### src/rtl/triaxial_sample_validity_monitor_core_assert.svh
// Assertion macros for the triaxial sample validity monitor.
// Used by the top level only; needs a clk and an active-low rst_n in scope.
`ifndef TRIAXIAL_SAMPLE_VALIDITY_MONITOR_CORE_ASSERT_SVH
`define TRIAXIAL_SAMPLE_VALIDITY_MONITOR_CORE_ASSERT_SVH

`ifndef SYNTHESIS

// Checked property, ignored while reset is held.
`define SVM_ASSERT(lbl, prop, msg) \
  lbl: assert property (@(posedge clk) disable iff (!rst_n) prop) else $error(msg);

// Checked property, also during reset.
`define SVM_ASSERT_ALWAYS(lbl, prop, msg) \
  lbl: assert property (@(posedge clk) prop) else $error(msg);

`else

`define SVM_ASSERT(lbl, prop, msg)
`define SVM_ASSERT_ALWAYS(lbl, prop, msg)

`endif

`endif

### src/rtl/svm_pkg.sv
`timescale 1ns / 1ps
// Shared types and constants for the triaxial sample validity monitor.
// No dependencies.
package svm_pkg;

  localparam int SAMPLE_W = 16;
  // compare width: covers a signed sample, its difference and a 16 bit limit
  localparam int CMP_W    = SAMPLE_W + 2;
  localparam int AXES     = 3;

  localparam int CFG_IDX_W  = 3;
  localparam int CFG_DATA_W = 16;
  localparam int MODE_W     = 2;
  localparam int ABS_LIM_W  = 15;
  localparam int REL_LIM_W  = 16;
  localparam int PERSIST_W  = 8;
  localparam int INST_W     = 7;
  localparam int PERM_W     = 12;

  localparam logic [CFG_IDX_W-1:0] CFG_CHECK_MODE = 3'd0;
  localparam logic [CFG_IDX_W-1:0] CFG_ABS_LIMIT  = 3'd1;
  localparam logic [CFG_IDX_W-1:0] CFG_REL_LIMIT  = 3'd2;
  localparam logic [CFG_IDX_W-1:0] CFG_PKG_PERSIST = 3'd3;
  localparam logic [CFG_IDX_W-1:0] CFG_DATA_PERSIST = 3'd4;

  localparam logic [MODE_W-1:0] MODE_FULL = 2'd0;
  localparam logic [MODE_W-1:0] MODE_DATA = 2'd1;
  localparam logic [MODE_W-1:0] MODE_NONE = 2'd2;

  localparam logic [ABS_LIM_W-1:0] ABS_LIMIT_RST   = 15'd2560;
  localparam logic [REL_LIM_W-1:0] REL_LIMIT_RST   = 16'd200;
  localparam logic [PERSIST_W-1:0] PKG_PERSIST_RST = 8'd20;
  localparam logic [PERSIST_W-1:0] DATA_PERSIST_RST = 8'd10;

  localparam logic [PERM_W-1:0] PERM_PKG_MASK = 12'h0DE0;
  localparam logic [PERM_W-1:0] PERM_X        = 12'h0100;
  localparam logic [PERM_W-1:0] PERM_Y        = 12'h0400;
  localparam logic [PERM_W-1:0] PERM_Z        = 12'h0800;

  typedef struct packed {
    logic signed [SAMPLE_W-1:0] sample_x;
    logic signed [SAMPLE_W-1:0] sample_y;
    logic signed [SAMPLE_W-1:0] sample_z;
    logic                       timeout;
    logic                       header_ok;
    logic                       checksum_ok;
    logic                       payload_ok;
    logic                       switchover;
  } svm_in_t;

  typedef struct packed {
    logic signed [SAMPLE_W-1:0] accepted_x;
    logic signed [SAMPLE_W-1:0] accepted_y;
    logic signed [SAMPLE_W-1:0] accepted_z;
    logic [INST_W-1:0]          instant_status;
    logic [PERM_W-1:0]          permanent_status;
    logic                       package_bad;
    logic                       reject_seen;
  } svm_out_t;

  // per-beat control shared by the axis checkers
  typedef struct packed {
    logic fire;
    logic full;
    logic data_only;
    logic pkt_bad;
  } svm_axis_ctl_t;

  typedef struct packed {
    logic abs_exceed;
    logic rate_exceed;
    logic replaced;
    logic fail_set;
  } svm_axis_stat_t;

  typedef struct packed {
    logic pkt_bad;
    logic pkg_fail;
  } svm_pkt_stat_t;

endpackage

### src/rtl/svm_pkt.sv
`timescale 1ns / 1ps
// Packet health check and bad-packet run counter.
// Depends on svm_pkg.
module svm_pkt
  import svm_pkg::*;
#(
  parameter int COUNT_WIDTH = 8
) (
  input  logic                 clk,
  input  logic                 rst_n,
  input  logic                 fire,
  input  logic                 full,
  input  logic                 timeout,
  input  logic                 header_ok,
  input  logic                 checksum_ok,
  input  logic                 payload_ok,
  input  logic [PERSIST_W-1:0] persist,
  output svm_pkt_stat_t        stat
);

  localparam int RW = (COUNT_WIDTH > PERSIST_W) ? COUNT_WIDTH : PERSIST_W;
  localparam logic [COUNT_WIDTH-1:0] CNT_MAX = {COUNT_WIDTH{1'b1}};

  logic [COUNT_WIDTH-1:0] run_r;
  logic [COUNT_WIDTH-1:0] run_nxt;
  logic [COUNT_WIDTH-1:0] run_inc;
  logic [RW-1:0]          run_ext;
  logic [RW-1:0]          inc_ext;
  logic [RW-1:0]          pers_ext;
  logic                   bad;

  assign bad      = full && (timeout || !header_ok || !checksum_ok || !payload_ok);
  assign run_inc  = (run_r == CNT_MAX) ? run_r : run_r + 1'b1;
  assign run_ext  = RW'(run_r);
  assign inc_ext  = RW'(run_inc);
  assign pers_ext = RW'(persist);

  always_comb begin
    run_nxt = run_r;
    if (bad) begin
      run_nxt = run_inc;
    end else if (run_ext < pers_ext) begin
      run_nxt = '0;
    end
  end

  assign stat.pkt_bad  = bad;
  assign stat.pkg_fail = bad && (inc_ext >= pers_ext);

  always_ff @(posedge clk) begin
    if (!rst_n) begin
      run_r <= '0;
    end else if (fire) begin
      run_r <= run_nxt;
    end
  end

endmodule

### src/rtl/svm_axis.sv
`timescale 1ns / 1ps
// One axis: rate and absolute limit checks, last-good hold, violation run.
// Depends on svm_pkg.
module svm_axis
  import svm_pkg::*;
#(
  parameter int COUNT_WIDTH = 8
) (
  input  logic                       clk,
  input  logic                       rst_n,
  input  svm_axis_ctl_t              ctl,
  input  logic                       sw_hold,
  input  logic signed [SAMPLE_W-1:0] sample,
  input  logic [ABS_LIM_W-1:0]       abs_limit,
  input  logic [REL_LIM_W-1:0]       rel_limit,
  input  logic [PERSIST_W-1:0]       persist,
  output logic signed [SAMPLE_W-1:0] accepted,
  output svm_axis_stat_t             stat
);

  localparam int RW = (COUNT_WIDTH > PERSIST_W) ? COUNT_WIDTH : PERSIST_W;
  localparam logic [COUNT_WIDTH-1:0] CNT_MAX = {COUNT_WIDTH{1'b1}};

  logic signed [SAMPLE_W-1:0] lg_r;
  logic [COUNT_WIDTH-1:0]     run_r;
  logic [COUNT_WIDTH-1:0]     run_nxt;
  logic [COUNT_WIDTH-1:0]     run_inc;
  logic                       flag_r;
  logic                       flag_nxt;

  logic signed [SAMPLE_W-1:0] sel;
  logic signed [CMP_W-1:0]    sel_ext;
  logic signed [CMP_W-1:0]    diff;
  logic signed [CMP_W-1:0]    mag;
  logic signed [CMP_W-1:0]    lim_pos;
  logic signed [CMP_W-1:0]    lim_neg;
  logic signed [CMP_W-1:0]    rel_ext;
  logic                       chk_en;
  logic                       abs_hit;
  logic                       replace;
  logic [RW-1:0]              run_ext;
  logic [RW-1:0]              inc_ext;
  logic [RW-1:0]              pers_ext;

  // bad packet: work on the held sample
  assign sel     = ctl.pkt_bad ? lg_r : sample;
  assign sel_ext = CMP_W'(sel);
  assign diff    = sel_ext - CMP_W'(lg_r);
  assign mag     = (diff < 0) ? -diff : diff;
  assign rel_ext = signed'({{(CMP_W-REL_LIM_W){1'b0}}, rel_limit});
  assign lim_pos = signed'({{(CMP_W-ABS_LIM_W){1'b0}}, abs_limit});
  assign lim_neg = -lim_pos;

  assign chk_en  = ctl.full || ctl.data_only;
  assign abs_hit = chk_en && ((sel_ext > lim_pos) || (sel_ext < lim_neg));

  // switchover leaves the flag as it was on a violation
  assign flag_nxt = abs_hit ? (sw_hold ? flag_r : 1'b1) : 1'b0;
  assign replace  = flag_nxt && ((ctl.full && !ctl.pkt_bad) || ctl.data_only);

  assign run_inc  = (run_r == CNT_MAX) ? run_r : run_r + 1'b1;
  assign run_ext  = RW'(run_r);
  assign inc_ext  = RW'(run_inc);
  assign pers_ext = RW'(persist);

  always_comb begin
    run_nxt = run_r;
    if (replace) begin
      run_nxt = run_inc;
    end else if (run_ext < pers_ext) begin
      run_nxt = '0;
    end
  end

  assign accepted         = replace ? lg_r : sel;
  assign stat.abs_exceed  = abs_hit;
  assign stat.rate_exceed = mag > rel_ext;
  assign stat.replaced    = replace;
  assign stat.fail_set    = replace && (inc_ext >= pers_ext);

  always_ff @(posedge clk) begin
    if (!rst_n) begin
      lg_r   <= '0;
      run_r  <= '0;
      flag_r <= 1'b0;
    end else if (ctl.fire) begin
      lg_r   <= accepted;
      run_r  <= run_nxt;
      flag_r <= flag_nxt;
    end
  end

endmodule

### src/rtl/triaxial_sample_validity_monitor_core.sv
`timescale 1ns / 1ps
// Top level of the triaxial sample validity monitor.
// Depends on svm_pkg, svm_pkt, svm_axis and the assertion macro header.
//
// Usage:
//  - Input channel (in_valid / in_stall / in_data): one beat is one sensor frame,
//    three signed Q4.12 samples, four packet health flags and a switchover bit.
//  - Result channel (out_valid / out_stall / out_data): one beat per input beat,
//    in order: accepted samples, instant and sticky status, package_bad and
//    reject_seen.
//  - Config port (cfg_wr_en / cfg_index / cfg_data): single-cycle writes, only
//    while no beat is in flight.
//  - Path: a beat goes through the input register, then the result register,
//    before out_valid rises; a receiver stall can hold it in between.
//    Throughput: one beat per cycle while the receiver does not stall; the per-axis
//    compares and the last-good update sit in one stage between the two.
//  - Receiver stall: the result register holds; the input register still
//    fills, then in_stall rises until the result is taken. Nothing is dropped.
//  - Reset (rst_n low, synchronous): config registers back to defaults, last-good
//    samples, run counters and all sticky status cleared, both channels empty.
`include "triaxial_sample_validity_monitor_core_assert.svh"

module triaxial_sample_validity_monitor_core
  import svm_pkg::*;
#(
  parameter int COUNT_WIDTH = 8
) (
  input  logic                  clk,
  input  logic                  rst_n,
  input  logic                  in_valid,
  output logic                  in_stall,
  input  svm_in_t               in_data,
  output logic                  out_valid,
  input  logic                  out_stall,
  output svm_out_t              out_data,
  input  logic                  cfg_wr_en,
  input  logic [CFG_IDX_W-1:0]  cfg_index,
  input  logic [CFG_DATA_W-1:0] cfg_data
);

  // config registers
  logic [MODE_W-1:0]    mode_r;
  logic [ABS_LIM_W-1:0] abs_lim_r;
  logic [REL_LIM_W-1:0] rel_lim_r;
  logic [PERSIST_W-1:0] pkg_pers_r;
  logic [PERSIST_W-1:0] data_pers_r;

  // input stage and result stage
  logic     s1_valid_r;
  logic     s1_valid_nxt;
  svm_in_t  s1_data_r;
  logic     out_valid_r;
  logic     out_valid_nxt;
  svm_out_t out_data_r;
  svm_out_t out_data_nxt;

  logic out_ready;
  logic s1_fire;
  logic in_fire;

  // sticky status
  logic [PERM_W-1:0] perm_r;
  logic [PERM_W-1:0] perm_nxt;
  logic              reject_r;
  logic              reject_nxt;

  svm_pkt_stat_t              pkt_stat;
  svm_axis_ctl_t              axis_ctl;
  svm_axis_stat_t             ax_stat [AXES];
  logic signed [SAMPLE_W-1:0] ax_in   [AXES];
  logic signed [SAMPLE_W-1:0] ax_out  [AXES];
  logic                       ax_hold [AXES];

  // handshake: result register frees when empty or being taken
  assign out_ready = !out_valid_r || !out_stall;
  assign s1_fire   = s1_valid_r && out_ready;
  assign in_stall  = s1_valid_r && !out_ready;
  assign in_fire   = in_valid && !in_stall;

  always_comb begin
    s1_valid_nxt = s1_valid_r;
    if (in_fire) begin
      s1_valid_nxt = 1'b1;
    end else if (s1_fire) begin
      s1_valid_nxt = 1'b0;
    end
  end

  always_comb begin
    out_valid_nxt = out_valid_r;
    if (s1_fire) begin
      out_valid_nxt = 1'b1;
    end else if (!out_stall) begin
      out_valid_nxt = 1'b0;
    end
  end

  // config writes
  always_ff @(posedge clk) begin
    if (!rst_n) begin
      mode_r      <= MODE_FULL;
      abs_lim_r   <= ABS_LIMIT_RST;
      rel_lim_r   <= REL_LIMIT_RST;
      pkg_pers_r  <= PKG_PERSIST_RST;
      data_pers_r <= DATA_PERSIST_RST;
    end else if (cfg_wr_en) begin
      unique case (cfg_index)
        CFG_CHECK_MODE:   mode_r      <= cfg_data[MODE_W-1:0];
        CFG_ABS_LIMIT:    abs_lim_r   <= cfg_data[ABS_LIM_W-1:0];
        CFG_REL_LIMIT:    rel_lim_r   <= cfg_data[REL_LIM_W-1:0];
        CFG_PKG_PERSIST:  pkg_pers_r  <= cfg_data[PERSIST_W-1:0];
        CFG_DATA_PERSIST: data_pers_r <= cfg_data[PERSIST_W-1:0];
        default: ;
      endcase
    end
  end

  // packet check
  svm_pkt #(
    .COUNT_WIDTH (COUNT_WIDTH)
  ) u_pkt (
    .clk         (clk),
    .rst_n       (rst_n),
    .fire        (s1_fire),
    .full        (axis_ctl.full),
    .timeout     (s1_data_r.timeout),
    .header_ok   (s1_data_r.header_ok),
    .checksum_ok (s1_data_r.checksum_ok),
    .payload_ok  (s1_data_r.payload_ok),
    .persist     (pkg_pers_r),
    .stat        (pkt_stat)
  );

  // modes 2 and 3 both mean no checks
  assign axis_ctl.fire      = s1_fire;
  assign axis_ctl.full      = (mode_r == MODE_FULL);
  assign axis_ctl.data_only = (mode_r == MODE_DATA);
  assign axis_ctl.pkt_bad   = pkt_stat.pkt_bad;

  assign ax_in[0]   = s1_data_r.sample_x;
  assign ax_in[1]   = s1_data_r.sample_y;
  assign ax_in[2]   = s1_data_r.sample_z;
  // switchover only affects the X fail flag
  assign ax_hold[0] = s1_data_r.switchover;
  assign ax_hold[1] = 1'b0;
  assign ax_hold[2] = 1'b0;

  for (genvar g = 0; g < AXES; g++) begin : g_axis
    svm_axis #(
      .COUNT_WIDTH (COUNT_WIDTH)
    ) u_axis (
      .clk       (clk),
      .rst_n     (rst_n),
      .ctl       (axis_ctl),
      .sw_hold   (ax_hold[g]),
      .sample    (ax_in[g]),
      .abs_limit (abs_lim_r),
      .rel_limit (rel_lim_r),
      .persist   (data_pers_r),
      .accepted  (ax_out[g]),
      .stat      (ax_stat[g])
    );
  end

  // sticky status, folded in only on a real beat
  always_comb begin
    perm_nxt   = perm_r;
    reject_nxt = reject_r;
    if (s1_fire) begin
      if (pkt_stat.pkg_fail) begin
        perm_nxt = perm_nxt | PERM_PKG_MASK;
      end
      if (ax_stat[0].fail_set) begin
        perm_nxt = perm_nxt | PERM_X;
      end
      if (ax_stat[1].fail_set) begin
        perm_nxt = perm_nxt | PERM_Y;
      end
      if (ax_stat[2].fail_set) begin
        perm_nxt = perm_nxt | PERM_Z;
      end
      if (pkt_stat.pkt_bad || ax_stat[0].replaced || ax_stat[1].replaced ||
          ax_stat[2].replaced) begin
        reject_nxt = 1'b1;
      end
    end
  end

  always_comb begin
    out_data_nxt.accepted_x       = ax_out[0];
    out_data_nxt.accepted_y       = ax_out[1];
    out_data_nxt.accepted_z       = ax_out[2];
    // bit 3 reserved, reads zero
    out_data_nxt.instant_status   = {ax_stat[2].rate_exceed, ax_stat[1].rate_exceed,
                                     ax_stat[0].rate_exceed, 1'b0,
                                     ax_stat[2].abs_exceed, ax_stat[1].abs_exceed,
                                     ax_stat[0].abs_exceed};
    out_data_nxt.permanent_status = perm_nxt;
    out_data_nxt.package_bad      = pkt_stat.pkt_bad;
    out_data_nxt.reject_seen      = reject_nxt;
  end

  always_ff @(posedge clk) begin
    if (!rst_n) begin
      s1_valid_r  <= 1'b0;
      out_valid_r <= 1'b0;
      perm_r      <= '0;
      reject_r    <= 1'b0;
    end else begin
      s1_valid_r  <= s1_valid_nxt;
      out_valid_r <= out_valid_nxt;
      perm_r      <= perm_nxt;
      reject_r    <= reject_nxt;
    end
  end

  // payload registers
  always_ff @(posedge clk) begin
    if (in_fire) begin
      s1_data_r <= in_data;
    end
    if (s1_fire) begin
      out_data_r <= out_data_nxt;
    end
  end

  assign out_valid = out_valid_r;
  assign out_data  = out_data_r;

  // sticky failure bits never clear outside reset
  `SVM_ASSERT(a_perm_sticky, ((perm_r & $past(perm_r)) == $past(perm_r)), "permanent bit cleared")
  // a held result must not let the queued beat escape
  `SVM_ASSERT(a_no_drop, (s1_valid_r && out_valid_r && out_stall) |=> s1_valid_r, "beat lost")
  // a rejected packet always sets reject_seen
  `SVM_ASSERT(a_bad_marks, (out_valid_r && out_data_r.package_bad) |-> out_data_r.reject_seen, "reject_seen missing")
  // packets are only rejected under full checks
  `SVM_ASSERT(a_bad_mode, (s1_fire && pkt_stat.pkt_bad) |-> (mode_r == MODE_FULL), "bad packet outside full mode")
  // both stages come up empty after reset
  `SVM_ASSERT_ALWAYS(a_rst_empty, !rst_n |=> (!out_valid_r && !s1_valid_r), "stage valid after reset")

endmodule
### config.mk
export PLATFORM = sky130hd
export DESIGN_NAME = triaxial_sample_validity_monitor_core
export DESIGN_NICKNAME = d
export VERILOG_FILES = /design/src/rtl/svm_pkg.sv /design/src/rtl/svm_pkt.sv /design/src/rtl/svm_axis.sv /design/src/rtl/triaxial_sample_validity_monitor_core.sv
export VERILOG_INCLUDE_DIRS = /design/src /design/src/rtl
export SDC_FILE = /design/constraint.sdc
export NUM_CORES = 1
export LEC_CHECK = 0
export ABC_AREA = 1
export ABC_CLOCK_PERIOD_IN_PS = 4600
export BUFFER_PORTS_ARGS = -buffer_cell sky130_fd_sc_hd__buf_2
export CAP_MARGIN = 40
export CORE_MARGIN = 10
export CORE_UTILIZATION = 50
export CTS_BUF_LIST = sky130_fd_sc_hd__clkbuf_4 sky130_fd_sc_hd__clkbuf_8
export DETAILED_ROUTE_END_ITERATION = 8
export PLACE_DENSITY = 0.68
export SYNTH_ARGS = -nofsm -noshare
export SYNTH_HDL_FRONTEND = slang
export SYNTH_SLANG_ARGS = --single-unit
export TNS_END_PERCENT = 20
### constraint.sdc
create_clock -name clk -period 4.6 [get_ports clk]
set_clock_uncertainty 0.1 [all_clocks]
set_input_delay 0.92 -clock clk [delete_from_list [all_inputs] [get_ports clk]]
set_output_delay 0.92 -clock clk [all_outputs]
set_load 0.005 [all_outputs]
==> reports/results.ini <==
[yosys]
async_flop_share=0
netlist_area_um2=19410
yosysTopAreaCellShare=0.1779
syn_inst=2544
ys_top_cells_by_area=edfxtp_1 18%, ha_1 17%, dfxtp_1 14%, nand2_1 11%, inv_1 6.8%
synth_most_common_cell=nand2_1
synth_edf_count=115
synth_warnings=0
yosysSeqAreaShare=0.3213
syn_area_per_cell_um2=7.628
ys_ff_latch=254
yosysTopAreaCell=edfxtp_1
synth_commonest_cells=578 x nand2_1, 350 x inv_1, 260 x ha_1
yosys.cell_types.count=58
synth_ff_type=dfxtp_1

[critical_path]
cpLargestDelayFamily=simple AND/OR/NAND/NOR gates
endpoint_kind=register
critPathLaunchType=register
path_buf_inv=5
slowest_stage=or4_1
cp.required_ns=4.87
criticalPathCategory=register to register
cp.arrival_ns=4.89
max_stage_delay_ns=0.46
cp_max_fo=5

[cells_and_area]
layout-drive-gt1-share=0.2284
antenna_cells=0
multi_input_area_um2=12170
regArea_um2=6236
nets=3242
final_util=0.6224
area_growth_pct=23.67
n_fill_cell=3499

[place]
gp_congestion=0.9688
io_buffers=140
post-dp-hpwl_um=46060

[status]
violations=setup timing
status=finished with violations

[cts]
cts_tree=built
clock_latency_ns=0.63
clock-root-buffer=clkbuf_8
clk_pin_slew_ns=0.06
cts.sink_count=254
cts_buffers=46
cts.htree.levels=2
clock_path_buffers=3

[sta]
slew_headroom=0.4076
worst_slack_ns=-0.02325
period_share=1.005
finalMaxSlewViolations=0
fmax_mhz=216.3
tns_ns=-0.02325
rsz0062_at_grt=true
finalCriticalPeriod_ns=4.623
hold_viol=0
whs_ns=0.3564
setup_viol=1
tightestPinTransition_ns=0.8886

[power_and_ir_drop]
ir_worst_vdd_uv=219.0
power.leakage_nw=11.73
powerDensity_nw_per_um2=421.7
power_mw=10.12

[routing]
drcViolationCount=0
vias=18320
vias_per_cell=5.302
routed_wl_um=60370
drt_iter0_drc=1391
antenna_left=0
wire_per_inst_um=17.47
first_pass_iters=5

[job]
cap_violations=0

[floorplan]
start_util=0.5033
io_pins=148
die_w_um=217.0
fp.dieH_um=217.0
rows=72
die_area_um2=47090
core_area_um2=38560

[worst_hold_path]
holdCritPathClass=register to register

[grt]
track_usage=0.2429
grt_max_degree=54
grt_antenna_before_repair=1
grt_pass1_vias=17320
grt_pass1_wl_um=92050
grt_overflow=0

## cells by family after synthesis
family	synth area share
simple gates	0.2115
compound gates	0.1622
buf+inv	0.08652
fa+ha+maj	0.1707
flops	0.3213
xor+xnor	0.04384
mux	0.003740
other cells	0.0001932
## sequential cells by signal, summed over array words and instances (netlist names)
signal and count:
reject_r 1, pkg_pers_r 8, s1_data_r 4, perm_r 6
g_axis.u_axis.run_ext 24, rel_lim_r 16, out_valid 1, data_pers_r 8
abs_lim_r 15, ax_hold 1, s1_valid_r 1, mode_r 2
ax_in 48, u_pkt.run_ext 8, g_axis.u_axis.flag_r 1, out_data 62
g_axis.u_axis.lg_r 48
## worst reg2reg max path, cell delays in order (launching register included)
cell	delay (ns)
edfxtp_1	0.35
inv_1	0.07
nand4_1	0.18
nand2_4	0.22
inv_4	0.06
or2_4	0.23
o21ai_2	0.07
ha_2	0.19
inv_2	0.06
fa_2	0.39
buf_6	0.14
xor2_2	0.14
nor2_1	0.17
nand2_1	0.12
nor2_2	0.14
nand3_2	0.13
nor3_4	0.16
or2_4	0.15
xnor2_2	0.11
inv_2	0.06
ha_4	0.28
nand2_4	0.06
nor2_4	0.11
nand3_2	0.08
or4_1	0.46
o21ai_1	0.09
o21ai_1	0.07
## final cells by class
| cell class | instances | share of cell area |
|---|---|---|
| Clock inverter | 16 | 0.007768 |
| Tap cell | 518 | 0.02701 |
| Inverter | 357 | 0.05636 |
| Timing Repair Buffer | 366 | 0.1065 |
| Multi-Input combinational cell | 1877 | 0.5072 |
| Clock buffer | 68 | 0.03535 |
| Sequential cell | 254 | 0.2598 |
## metal layers
metal | vias up | GRT usage | routed length, µm
met5 | - | 0 | 0
met4 | 0 | 0.07108 | 1304
met3 | 77 | 0.03897 | 3636
met2 | 536 | 0.4147 | 29030
met1 | 8463 | 0.3103 | 26400
li1 | 9248 | - | -
## final timing paths
path | start | endpoint | slack (ns) | depth (start not counted)
setup / recovery | s1_data_r[4]$_DFFE_PP_ | out_data[20]$_DFFE_PP_ | -0.02 | 26
hold / removal | perm_r[5]$_SDFF_PN0_ | perm_r[5]$_SDFF_PN0_ | 0.36 | 2
setup reg to reg | s1_data_r[4]$_DFFE_PP_ | out_data[20]$_DFFE_PP_ | -0.02 | 26
hold reg to reg | perm_r[5]$_SDFF_PN0_ | perm_r[5]$_SDFF_PN0_ | 0.36 | 2
## per-stage QoR
stage | instances | setup WS [ns] | cell area (µm²)
2_1_floorplan | 2550 | 0.1523 | 19430
4_1_cts | 3411 | -0.02314 | 23000
6_report | 3456 | -0.02325 | 24000
3_3_place_gp | 3316 | -0.2484 | 21760
3_5_place_dp | 3316 | -0.2578 | 21760
5_1_grt | 3456 | -0.3423 | 24000
## power breakdown
| group | total, mW | internal (mW) | switching, mW |
|---|---|---|---|
| Combinational | 5.14 | 2.22 | 2.91 |
| Sequential | 2.56 | 2.52 | 0.0484 |
| Clock | 2.42 | 1.41 | 1.01 |
| Total | 10.1 | 6.15 | 3.97 |
## layout by cell type (no fill, tap or decap), types with 28 or more instances in the layout
cell type  netlist  final
buf_4           10    212
buf_2            6    140
nand2_2         18     28
a21oi_1        257    244
o21ai_2         27     40
ha_1           260    242
dfxtp_1        139    139
nand4_1         39     39
edfxtp_1       115    115
xor2_1          66     54
clkbuf_8         0     54
nand3_1        117    105
o21ai_0        153    125
inv_1          350    336
o21ai_1         23     38
nor2_1         141    126
nand2_1        578    563
## what timing repair did
action / in CTS / in global routing
gates cloned: 1 / 2
hold buffers: 0 / 0
pin swaps: 12 / 90
gates resized for setup: 28 / 166
setup buffers: 10 / 43
endpoints found under the setup margin: 3 / 97
No activity file was read; power rests on OpenSTA's default activity.
